### config.mk
export PLATFORM = sky130hd
export DESIGN_NAME = timer_sleep_wakeup_queue
export DESIGN_NICKNAME = d
export VERILOG_FILES = /design/src/sv/tsq_pkg.sv /design/src/sv/tsq_ram.sv /design/src/sv/tsq_seq.sv /design/src/sv/tsq_dp.sv /design/src/sv/timer_sleep_wakeup_queue.sv
export VERILOG_INCLUDE_DIRS = /design/src /design/src/sv
export SDC_FILE = /design/constraint.sdc
export NUM_CORES = 2
export LEC_CHECK = 0
export BUFFER_PORTS_ARGS = -buffer_cell sky130_fd_sc_hd__clkbuf_2
export CAP_MARGIN = 20
export CORE_MARGIN = 2
export CORE_UTILIZATION = 30
export DETAILED_ROUTE_END_ITERATION = 16
export GPL_TIMING_DRIVEN = 0
export PLACE_DENSITY = 0.54
export SYNTH_ARGS = -nofsm -noshare
export SYNTH_HDL_FRONTEND = slang
export SYNTH_HIERARCHICAL = 1
export SYNTH_SLANG_ARGS = --single-unit
### constraint.sdc
create_clock -name clk -period 21.4 [get_ports clk]
set_clock_uncertainty 0.2 [all_clocks]
set_input_delay 2.14 -clock clk [delete_from_list [all_inputs] [get_ports clk]]
set_output_delay 2.14 -clock clk [all_outputs]
set_load 0.05 [all_outputs]
### src/sv/timer_sleep_wakeup_queue_defines.svh
// Assertion macros shared by the sleep queue RTL.
// Each macro expects clk and rst in the scope where it is used.
`ifndef TIMER_SLEEP_WAKEUP_QUEUE_DEFINES_SVH
`define TIMER_SLEEP_WAKEUP_QUEUE_DEFINES_SVH

// Same-cycle implication, disabled during reset
`define TSQ_ASSERT_NOW(lbl, ante, cons) \
  lbl: assert property (@(posedge clk) disable iff (rst) (ante) |-> (cons)) \
    else $error("sleep queue check failed");

// Next-cycle implication, disabled during reset
`define TSQ_ASSERT_NEXT(lbl, ante, cons) \
  lbl: assert property (@(posedge clk) disable iff (rst) (ante) |=> (cons)) \
    else $error("sleep queue check failed");

`endif

### src/sv/tsq_pkg.sv
// Shared types, constants and the microcode program of the sleep queue.
// No dependencies.
package tsq_pkg;

  localparam int MAX_SLEEPERS = 16;
  localparam int ADDR_W       = $clog2(MAX_SLEEPERS);
  localparam int CNT_W        = $clog2(MAX_SLEEPERS + 1);
  localparam int ID_W         = 8;
  localparam int TICK_W       = 63;
  localparam int DUR_W        = 32;
  localparam int KIND_W       = 3;
  localparam int ENTRY_W      = ID_W + TICK_W;
  localparam int IN_DATA_W    = 40;
  localparam int OUT_DATA_W   = 72;

  typedef enum logic [KIND_W-1:0] {
    KIND_QUEUED  = 3'd0,
    KIND_IGNORED = 3'd1,
    KIND_FULL    = 3'd2,
    KIND_WOKEN   = 3'd3,
    KIND_NONE    = 3'd4
  } kind_t;

  localparam logic OP_SLEEP = 1'b0;
  localparam logic OP_TICK  = 1'b1;

  // Datapath action of one microcode step
  typedef enum logic [2:0] {
    ACT_FETCH  = 3'd0,
    ACT_SLEEP  = 3'd1,
    ACT_TSTART = 3'd2,
    ACT_SCAN   = 3'd3,
    ACT_FINISH = 3'd4
  } act_t;

  // Jump condition of one microcode step
  typedef enum logic [1:0] {
    COND_NEVER  = 2'd0,
    COND_ALWAYS = 2'd1,
    COND_TICK   = 2'd2,
    COND_MORE   = 2'd3
  } cond_t;

  typedef logic [2:0] step_t;

  localparam step_t STEP_FETCH  = 3'd0;
  localparam step_t STEP_SLEEP  = 3'd1;
  localparam step_t STEP_TSTART = 3'd2;
  localparam step_t STEP_SCAN   = 3'd3;
  localparam step_t STEP_FINISH = 3'd4;

  typedef struct packed {
    act_t  act;
    cond_t cond;
    step_t target;
  } ucode_t;

  // Status returned from the datapath to the sequencer
  typedef struct packed {
    logic hold;
    logic op_tick;
    logic more;
    logic emit;
  } dp_status_t;

  // Control store: taken jump goes to target, otherwise to the next step
  function automatic ucode_t ucode_rom(step_t s);
    ucode_t w;
    unique case (s)
      STEP_FETCH:  w = '{act: ACT_FETCH,  cond: COND_TICK,   target: STEP_TSTART};
      STEP_SLEEP:  w = '{act: ACT_SLEEP,  cond: COND_ALWAYS, target: STEP_FETCH};
      STEP_TSTART: w = '{act: ACT_TSTART, cond: COND_NEVER,  target: STEP_FETCH};
      STEP_SCAN:   w = '{act: ACT_SCAN,   cond: COND_MORE,   target: STEP_SCAN};
      STEP_FINISH: w = '{act: ACT_FINISH, cond: COND_ALWAYS, target: STEP_FETCH};
      default:     w = '{act: ACT_FETCH,  cond: COND_ALWAYS, target: STEP_FETCH};
    endcase
    return w;
  endfunction

endpackage

### src/sv/tsq_ram.sv
// Generic single-write, single-read RAM with registered read data.
// No dependencies.
module tsq_ram #(
  parameter int WIDTH = 8,
  parameter int DEPTH = 16
) (
  input  logic                     clk,
  input  logic                     we,
  input  logic [$clog2(DEPTH)-1:0] waddr,
  input  logic [WIDTH-1:0]         wdata,
  input  logic [$clog2(DEPTH)-1:0] raddr,
  output logic [WIDTH-1:0]         rdata
);

  logic [WIDTH-1:0] mem [DEPTH];

  // Write port and registered read port
  always_ff @(posedge clk) begin
    if (we) begin
      mem[waddr] <= wdata;
    end
    rdata <= mem[raddr];
  end

endmodule

### src/sv/tsq_seq.sv
// Microcode sequencer: step counter, control store lookup and jumps.
// Depends on tsq_pkg.
module tsq_seq (
  input  logic                clk,
  input  logic                rst,
  input  tsq_pkg::dp_status_t status,
  output tsq_pkg::ucode_t     ctrl
);
  import tsq_pkg::*;

  step_t step;
  step_t step_next;
  logic  taken;

  assign ctrl = ucode_rom(step);

  // Evaluate the jump condition of the current step
  always_comb begin
    unique case (ctrl.cond)
      COND_NEVER:  taken = 1'b0;
      COND_ALWAYS: taken = 1'b1;
      COND_TICK:   taken = status.op_tick;
      COND_MORE:   taken = status.more;
      default:     taken = 1'b0;
    endcase
  end

  // Hold on a stall, else jump or fall through
  always_comb begin
    if (status.hold) begin
      step_next = step;
    end else if (taken) begin
      step_next = ctrl.target;
    end else begin
      step_next = step + step_t'(1);
    end
  end

  always_ff @(posedge clk) begin
    if (rst) begin
      step <= STEP_FETCH;
    end else begin
      step <= step_next;
    end
  end

endmodule

### src/sv/tsq_dp.sv
// Datapath of the sleep queue: tick counter, sleeper table, scan and
// compaction pointers, pending wake result and output register.
// Depends on tsq_pkg and tsq_ram.
module tsq_dp (
  input  logic                              clk,
  input  logic                              rst,
  input  tsq_pkg::ucode_t                   ctrl,
  output tsq_pkg::dp_status_t               status,
  input  logic                              cfg_valid,
  output logic                              cfg_ready,
  input  logic [tsq_pkg::ID_W-1:0]          cfg_data,
  input  logic                              s_axis_tvalid,
  output logic                              s_axis_tready,
  input  logic [tsq_pkg::IN_DATA_W-1:0]     s_axis_tdata,
  input  logic                              s_axis_tuser,
  output logic                              m_axis_tvalid,
  input  logic                              m_axis_tready,
  output logic [tsq_pkg::OUT_DATA_W-1:0]    m_axis_tdata,
  output logic [tsq_pkg::KIND_W-1:0]        m_axis_tuser,
  output logic                              m_axis_tlast
);
  import tsq_pkg::*;

  // Registers
  logic [ID_W-1:0]    idle_id;
  logic [TICK_W-1:0]  tick;
  logic [CNT_W-1:0]   count;
  logic [CNT_W-1:0]   idx;
  logic [CNT_W-1:0]   idx_next;
  logic [CNT_W-1:0]   keep;
  logic               pend_valid;
  logic [ID_W-1:0]    pend_id;
  logic [ID_W-1:0]    req_id;
  logic [DUR_W-1:0]   req_dur;
  logic               out_valid;
  kind_t              out_kind;
  logic [ID_W-1:0]    out_id;
  logic [TICK_W-1:0]  out_tick;
  logic               out_last;

  // Combinational
  logic               accept;
  logic               out_busy;
  logic [ENTRY_W-1:0] rd_entry;
  logic [ID_W-1:0]    entry_id;
  logic [TICK_W-1:0]  entry_wake;
  logic               scan_live;
  logic               woken;
  logic               scan_hold;
  logic               ignore_req;
  logic               table_full;
  logic [TICK_W:0]    wake_sum;
  logic [TICK_W-1:0]  wake_time;
  logic               emit;
  kind_t              emit_kind;
  logic [ID_W-1:0]    emit_id;
  logic               emit_last;
  logic               we;
  logic [ADDR_W-1:0]  waddr;
  logic [ENTRY_W-1:0] wdata;

  assign cfg_ready     = !rst;
  assign s_axis_tready = !rst && (ctrl.act == ACT_FETCH);
  assign accept        = s_axis_tvalid && s_axis_tready;
  assign out_busy      = out_valid && !m_axis_tready;

  assign entry_id   = rd_entry[ID_W-1:0];
  assign entry_wake = rd_entry[ENTRY_W-1:ID_W];
  assign scan_live  = (idx != count);
  assign woken      = (entry_wake <= tick);
  assign scan_hold  = scan_live && woken && pend_valid && out_busy;

  // Sleep decision and saturating wake time
  assign ignore_req = (req_dur == '0) || req_dur[DUR_W-1] || (req_id == idle_id);
  assign table_full = (count == CNT_W'(MAX_SLEEPERS));
  assign wake_sum   = {1'b0, tick} + (TICK_W+1)'(req_dur[DUR_W-2:0]);
  assign wake_time  = wake_sum[TICK_W] ? '1 : wake_sum[TICK_W-1:0];

  // Per-step emission, table write and scan pointer
  always_comb begin
    emit      = 1'b0;
    emit_kind = KIND_NONE;
    emit_id   = '0;
    emit_last = 1'b1;
    we        = 1'b0;
    waddr     = count[ADDR_W-1:0];
    wdata     = {wake_time, req_id};
    idx_next  = idx;
    status    = '{hold: 1'b0, op_tick: s_axis_tuser, more: 1'b0, emit: 1'b0};
    unique case (ctrl.act)
      ACT_FETCH: begin
        status.hold = !s_axis_tvalid || rst;
      end
      ACT_SLEEP: begin
        status.hold = out_busy;
        emit        = !out_busy;
        emit_id     = req_id;
        if (ignore_req) begin
          emit_kind = KIND_IGNORED;
        end else if (table_full) begin
          emit_kind = KIND_FULL;
        end else begin
          emit_kind = KIND_QUEUED;
          we        = !out_busy;
        end
      end
      ACT_TSTART: begin
        idx_next = '0;
      end
      ACT_SCAN: begin
        status.hold = scan_hold;
        status.more = scan_live;
        if (scan_live && !scan_hold) begin
          idx_next = idx + CNT_W'(1);
          if (woken) begin
            // flush the previous woken thread, not yet known to be last
            emit      = pend_valid;
            emit_kind = KIND_WOKEN;
            emit_id   = pend_id;
            emit_last = 1'b0;
          end else begin
            // compact the surviving entry towards the front
            we    = 1'b1;
            waddr = keep[ADDR_W-1:0];
            wdata = rd_entry;
          end
        end
      end
      ACT_FINISH: begin
        status.hold = out_busy;
        emit        = !out_busy;
        emit_kind   = pend_valid ? KIND_WOKEN : KIND_NONE;
        emit_id     = pend_valid ? pend_id : '0;
      end
      default: begin
        status.hold = 1'b0;
      end
    endcase
    status.emit = emit;
  end

  tsq_ram #(
    .WIDTH (ENTRY_W),
    .DEPTH (MAX_SLEEPERS)
  ) u_table (
    .clk   (clk),
    .we    (we),
    .waddr (waddr),
    .wdata (wdata),
    .raddr (idx_next[ADDR_W-1:0]),
    .rdata (rd_entry)
  );

  // Control state
  always_ff @(posedge clk) begin
    if (rst) begin
      idle_id    <= '0;
      tick       <= '0;
      count      <= '0;
      idx        <= '0;
      keep       <= '0;
      pend_valid <= 1'b0;
      out_valid  <= 1'b0;
    end else begin
      if (cfg_valid && cfg_ready) begin
        idle_id <= cfg_data;
      end
      idx <= idx_next;
      if (emit) begin
        out_valid <= 1'b1;
      end else if (m_axis_tready) begin
        out_valid <= 1'b0;
      end
      unique case (ctrl.act)
        ACT_SLEEP: begin
          if (we) begin
            count <= count + CNT_W'(1);
          end
        end
        ACT_TSTART: begin
          tick       <= tick + TICK_W'(1);
          keep       <= '0;
          pend_valid <= 1'b0;
        end
        ACT_SCAN: begin
          if (scan_live && !scan_hold) begin
            if (woken) begin
              pend_valid <= 1'b1;
            end else begin
              keep <= keep + CNT_W'(1);
            end
          end
        end
        ACT_FINISH: begin
          if (!out_busy) begin
            count      <= keep;
            pend_valid <= 1'b0;
          end
        end
        default: begin
        end
      endcase
    end
  end

  // Payload registers
  always_ff @(posedge clk) begin
    if (accept) begin
      req_id  <= s_axis_tdata[ID_W-1:0];
      req_dur <= s_axis_tdata[ID_W+DUR_W-1:ID_W];
    end
    if (ctrl.act == ACT_SCAN && scan_live && !scan_hold && woken) begin
      pend_id <= entry_id;
    end
    if (emit) begin
      out_kind <= emit_kind;
      out_id   <= emit_id;
      out_tick <= tick;
      out_last <= emit_last;
    end
  end

  assign m_axis_tvalid = out_valid;
  assign m_axis_tdata  = {{(OUT_DATA_W-ENTRY_W){1'b0}}, out_tick, out_id};
  assign m_axis_tuser  = out_kind;
  assign m_axis_tlast  = out_last;

endmodule

### src/sv/timer_sleep_wakeup_queue.sv
// Timer sleep queue: a table of up to 16 sleeping threads with wake times.
//
// Input stream (s_axis): tuser is the operation (0 sleep request, 1 tick),
// tdata carries thread_id and a signed 32-bit duration. A sleep request
// queues the thread at wake time tick + duration (saturating), or answers
// ignored (duration not positive, or the idle thread) or table full.
// A tick advances the 63-bit tick counter, wakes every entry due at the new
// tick in table order and compacts the rest.
// Output stream (m_axis): tuser is the result kind, tdata the thread id and
// tick after the item, tlast marks the final result of an item.
// Configuration (cfg): one write sets the idle thread id; write only when
// the block is idle.
// Steps: a sleep request runs fetch and sleep; a tick runs fetch, tick start,
// scan and finish, the scan reading one table entry per cycle unless stalled,
// through the single read port of the table RAM. One item is in work at a
// time. A stalled receiver holds the output register and stops the scan.
// Reset clears the tick counter, the table fill count and the idle id.
`include "timer_sleep_wakeup_queue_defines.svh"

module timer_sleep_wakeup_queue (
  input  logic                            clk,
  input  logic                            rst,
  input  logic                            cfg_valid,
  output logic                            cfg_ready,
  input  logic [tsq_pkg::ID_W-1:0]        cfg_data,       // idle_thread_id
  input  logic                            s_axis_tvalid,
  output logic                            s_axis_tready,
  input  logic [tsq_pkg::IN_DATA_W-1:0]   s_axis_tdata,   // thread_id, duration
  input  logic                            s_axis_tuser,   // operation
  output logic                            m_axis_tvalid,
  input  logic                            m_axis_tready,
  output logic [tsq_pkg::OUT_DATA_W-1:0]  m_axis_tdata,   // woken_id, now_tick, pad
  output logic [tsq_pkg::KIND_W-1:0]      m_axis_tuser,   // kind
  output logic                            m_axis_tlast
);
  import tsq_pkg::*;

  ucode_t     ctrl;
  dp_status_t status;

  tsq_seq u_seq (
    .clk    (clk),
    .rst    (rst),
    .status (status),
    .ctrl   (ctrl)
  );

  tsq_dp u_dp (
    .clk           (clk),
    .rst           (rst),
    .ctrl          (ctrl),
    .status        (status),
    .cfg_valid     (cfg_valid),
    .cfg_ready     (cfg_ready),
    .cfg_data      (cfg_data),
    .s_axis_tvalid (s_axis_tvalid),
    .s_axis_tready (s_axis_tready),
    .s_axis_tdata  (s_axis_tdata),
    .s_axis_tuser  (s_axis_tuser),
    .m_axis_tvalid (m_axis_tvalid),
    .m_axis_tready (m_axis_tready),
    .m_axis_tdata  (m_axis_tdata),
    .m_axis_tuser  (m_axis_tuser),
    .m_axis_tlast  (m_axis_tlast)
  );

  // A new result never overwrites one still waiting for the receiver
  `TSQ_ASSERT_NOW(a_no_overwrite, status.emit, !m_axis_tvalid || m_axis_tready)
  // An accepted beat always moves the sequencer off the fetch step
  `TSQ_ASSERT_NEXT(a_leave_fetch, s_axis_tvalid && s_axis_tready, ctrl.act != ACT_FETCH)
  // The nothing-woken result is always the last of its tick
  `TSQ_ASSERT_NOW(a_none_last, m_axis_tvalid && (m_axis_tuser == KIND_NONE), m_axis_tlast)

endmodule
After elaboration in Yosys (flattened, before gate mapping):

Memories as Yosys holds them, arrays and structs flattened. A register that Yosys moved wholly into a read port is not among the register bits.
Index checks and enable logic that the tools add are counted.

* logic and storage cells: 122
* memory bits (writable): 1136
* register bits after elaboration: 214
* memories: 1

* reduce and logical (&&, ||, !) cells: 33
* order comparisons: 1
* mux-type cells: 46
* equal/unequal tests: 19
* add/subtract/negate cells: 6

Memory list
* u_dp.u_table.mem: depth 16, bits a word 71, read ports 1, clocked after memory_dff 1, write ports 1, line tsq_ram.sv:15 `logic [WIDTH-1:0] mem [DEPTH];`

Operators with widths (count)
* $mux W71: 3
* $add A63 B31 Y64: 1
* $add A63 B1 Y63 const B: 1
* $le A63 B63 Y1: 1
* $mux W63: 1
* $pmux W8 S5: 1
* $logic_not A32 Y1: 1
* $pmux W5 S2: 3
* $mux W5: 5
* $mux W8: 3
* $pmux W8 S3: 1
* $add A5 B1 Y5 const B: 3
* $mux W3: 5
* $mux W1: 14
* $eq A3 B2 Y1 const B: 4
* $mux W4: 3
* $logic_and A1 B1 Y1: 11
* $pmux W3 S3: 1
* $eq A8 B8 Y1: 1
* $eq A3 B1 Y1 const B: 2
* $eq A3 B3 Y1 const B: 2
* $logic_not A3 Y1: 2
* $ne A2 B2 Y1 const B: 3
* $pmux W1 S3: 2
* 18 further kinds: 31

Longest topological paths before layout:

* depth after elaboration: 10
* gate-level depth with buffers: 17
* mapped depth without buffers: 13

Modules after synthesis:

The synthesis kept the hierarchy.

Modules (own cells, without submodules)
* tsq_ram: sequential area each 35534.1 µm², times used 1, area each 43912.1 µm², cells an instance 1826
* tsq_dp: sequential area each 5455.2 µm², times used 1, area each 12997.5 µm², cells an instance 1438
* tsq_seq: sequential area each 60.1 µm², times used 1, area each 429.2 µm², cells an instance 48

Worst setup path after synthesis:

No wires, ideal clock.

* path type: register -> register
* start point: register u_dp.tick[60]
* end point: memory u_dp/u_table/mem[0][0] (netlist name) (enable)
* setup slack: 12635 ps
* period minus slack after synthesis: 8765 ps
* buffers on the path: 3
* setup time: 587 ps
* stages on the path, launching flop included: 15
* arrival time: 7978 ps
* cell sequence: dfxtp_1 -> clkbuf_1 -> inv_1 -> ha_1 -> nand4_1 -> nor4_1 -> nand3_1 -> o21ba_2 -> a221o_1 -> nand3_1 -> clkbuf_1 -> clkbuf_1 -> a21oi_1 -> or3b_1 -> nor3_1

* word-level cells in the longest chain between the ends: 10
* elaborated cells on any way between the ends: 14
* classes of those cells: order compare: 1; mux: 8; reduce/logical: 5

RTL lines
* from (decl): line tsq_dp.sv:26 `logic [TICK_W-1:0] tick;`
* from (signal assigned): line tsq_dp.sv:181 `tick <= tick + TICK_W'(1);`
* $le A63 B63 Y1 (*): line tsq_dp.sv:70 `assign woken = (entry_wake <= tick);`
* $logic_and A1 B1 Y1 (3 in series): line tsq_dp.sv:71 `assign scan_hold = scan_live && woken && pend_valid && out_busy;`
* $logic_not A1 Y1: line tsq_dp.sv:113 `if (scan_live && !scan_hold) begin`
* $logic_and A1 B1 Y1: line tsq_dp.sv:113
* $mux W1 (*): line tsq_dp.sv:113
* $pmux W1 S2 (*): line tsq_dp.sv:90 `unique case (ctrl.act)`
* named net u_dp.we: line tsq_dp.sv:58 `logic we;`
* $mux W1 (*): line tsq_ram.sv:19 `if (we) begin`
* $mux W1 (not written as such) (*): line tsq_ram.sv:20 `mem[waddr] <= wdata;`
* to (decl): line tsq_ram.sv:15

The timed path passes the listed nets; every way through them passes the cells marked *.

Worst setup path after layout:

* start point: register u_dp.tick[44]
* end point: memory u_dp/u_table/mem[12][15] (netlist name) (enable)

* elaborated cells on any way between the ends: 14
* classes of those cells: order compare: 1; mux: 8; reduce/logical: 5

RTL lines
* $le A63 B63 Y1 (*): line tsq_dp.sv:70
* $logic_and A1 B1 Y1 (3 in series): line tsq_dp.sv:71
* $logic_not A1 Y1: line tsq_dp.sv:113
* $logic_and A1 B1 Y1: line tsq_dp.sv:113
* $mux W4 (*): line tsq_dp.sv:113
* $mux W4 (*): line tsq_dp.sv:90
* named net u_dp.waddr[2]: line tsq_dp.sv:59 `logic [ADDR_W-1:0] waddr;`

Marked as above.

==> impl_metrics.json <==
{
  "crit_type": "register to register",
  "ant_nets": 0,
  "cts_buffers": 144,
  "vias": 32500,
  "cts_sinks": 1421,
  "cts_root_buf": "clkbuf_16",
  "grt_antenna_before_repair": 4,
  "cts_tree": "yes",
  "leakage_nw": 21.9,
  "start_kind": "register",
  "yosysWarnings": 6,
  "io_buffers": 129,
  "fin_total_pwr_mw": 6.66,
  "power_density_nw_per_um2": 97.9,
  "die_h_um": 441,
  "drt-initial-drc-count": 3285,
  "endpoint_kind": "register",
  "dpl.hpwl_um": 117000,
  "drt_wl_total_um": 169000,
  "die-area_um2": 195000,
  "ir_worst_vdd_mv": 0.0805,
  "finalHoldViolations": 0,
  "post_cts_resize_count": 0,
  "cts_hold_buf": 0,
  "synth.avg_cell_area_um2": 17.3,
  "worstMarginPinSlew_ns": 1.22,
  "cts_max_level": 4,
  "post-route-min-period_ns": 7.33,
  "drv_slew": 0,
  "setup_tns_ns": 0,
  "synthesis.area_um2": 57300,
  "grt_overflow": 0,
  "start_util_pct": 30.2,
  "die_x_um": 441,
  "wire_per_inst_um": 26.6,
  "grt_first_pass_wirelength_um": 241000,
  "rsz0062_at_grt": "no",
  "synthCells": 3306,
  "drc_errors": 0,
  "grt_max_degree": 41,
  "crit_required_ns": 21.69,
  "max_slew_margin_pct": 18.4,
  "clk_pin_slew_worst_paths_ns": 0.06,
  "status": "finished clean",
  "ios": 133,
  "first_global_vias": 32700,
  "dr.pass1.iters": 7,
  "cp.arrival_ns": 7.62,
  "drive_gt1_share_pct": 22.7,
  "final-setup-viol-count": 0,
  "fmax_mhz": 137,
  "postCtsSetupBuffers": 0,
  "core-area_um2": 190000,
  "gp_congestion": 0.908,
  "vias_per_cell": 5.11,
  "critPathMaxFanout": 10,
  "hold_path.class": "register to register",
  "core.rowCount": 160,
  "fin_crit_sh_pct": 34.2,
  "maxCapViolations": 0,
  "grt_use_total_pct": 17.3,
  "insertion_delay_ns": 0.80,
  "syn_to_final_growth_pct": 18.8,
  "clockBufferDepth": 3,
  "syn-num-nets": 3465,
  "nets": 3887
}
==> where the power goes <==
group | switching (mW) | total, mW | internal, mW
clock network | 1.08 | 2.55 | 1.46
logic | 0.566 | 0.828 | 0.262
registers | 0.0773 | 3.29 | 3.21
total | 1.73 | 6.66 | 4.93
==> state kept, by name, summed over array words and instances, names as in the netlist <==
signal,cells
u_dp/tick,63
u_dp/pend_valid,1
u_dp/m_axis_tlast,1
u_dp/u_table/mem,1136
u_seq/step,3
u_dp/req_id,8
u_dp/out_id,8
u_dp/idle_id,8
u_dp/keep,5
u_dp/idx,5
u_dp/req_dur,32
u_dp/pend_id,8
u_dp/count,5
u_dp/u_table/rdata,71
u_dp/out_tick,63
u_dp/m_axis_tvalid,1
u_dp/m_axis_tuser,3
==> worst paths after layout <==
check | from | to | slack (ns) | cells after the start
max | u_dp/tick[44] | u_dp/u_table/mem[12][15] | 14.07 | 18
min | u_dp/u_table/rdata[7] | u_dp/pend_id[7] | 0.23 | 0
max reg2reg | u_dp/tick[44] | u_dp/u_table/mem[12][15] | 14.07 | 18
min reg2reg | u_dp/u_table/rdata[7] | u_dp/pend_id[7] | 0.23 | 0
==> cells in the final DEF (no fill, tap or decap), types with 25 or more instances in the layout <==
cell,count
clkbuf_1,114
nor2_1,168
dfxtp_1,162
mux4_2,284
ha_1,104
xor2_1,25
xnor2_1,82
nand2_1,206
a21oi_1,137
buf_4,57
buf_12,32
edfxtp_1,1259
a22oi_1,142
clkbuf_2,129
clkbuf_16,149
nand3_1,46
inv_1,92
buf_2,28
o21ai_0,55
nand4_1,38
nor3_1,38
buf_6,57
==> critical path, cell delays in order (launching register included) <==
cell      delay, ns
dfxtp_1        0.39
clkbuf_1       0.33
inv_1          0.09
ha_1           0.31
nand4_1        0.17
nor4_1         0.79
nand3_1        0.38
or3_1          0.50
nand3_1        0.18
clkbuf_1       0.69
clkbuf_1       0.69
nand2_1        0.12
nand2_1        0.14
nand3_1        0.32
nor3_2         0.89
buf_6          0.28
buf_6          0.18
buf_6          0.19
buf_6          0.16
==> layout make-up <==
| class | count | area [um2] |
|---|---|---|
| timing repair buffer | 276 | 2710 |
| antenna | 4 | 10.0 |
| tap | 2511 | 3140 |
| multi-input combinational | 1642 | 15300 |
| inverter | 93 | 349 |
| sequential | 1421 | 41000 |
| fill | 17700 | 122000 |
| clock buffer | 194 | 3950 |
| clock inverter | 73 | 806 |
| buffer | 150 | 757 |
==> stage by stage <==
step / instances / setup slack (ns) / hold slack, ns / area [um2] / utilization [%]
final: 6364 / 14.07 / 0.231 / 68000 / 35.8
after global placement: 5946 / 2.11 / 0.209 / 61100 / 32.2
after floorplan: 3306 / 12.64 / 0.203 / 57300 / -
after CTS: 6321 / 14.22 / 0.232 / 67700 / 35.7
after global routing: 6360 / 13.96 / 0.235 / 68000 / 35.8
after detailed placement: 6054 / 14.24 / 0.217 / 63000 / 33.2
==> routing by layer <==
| metal | track usage, % | routed length [um] | up-vias |
|---|---|---|---|
| met5 | 0 | 13 | - |
| met4 | 6.15 | 6230 | 2 |
| li1 | - | - | 14100 |
| met1 | 22.1 | 69100 | 17000 |
| met2 | 29.7 | 84700 | 1141 |
| met3 | 2.70 | 9310 | 281 |
Note: power is estimated with default switching activity, not from simulation.
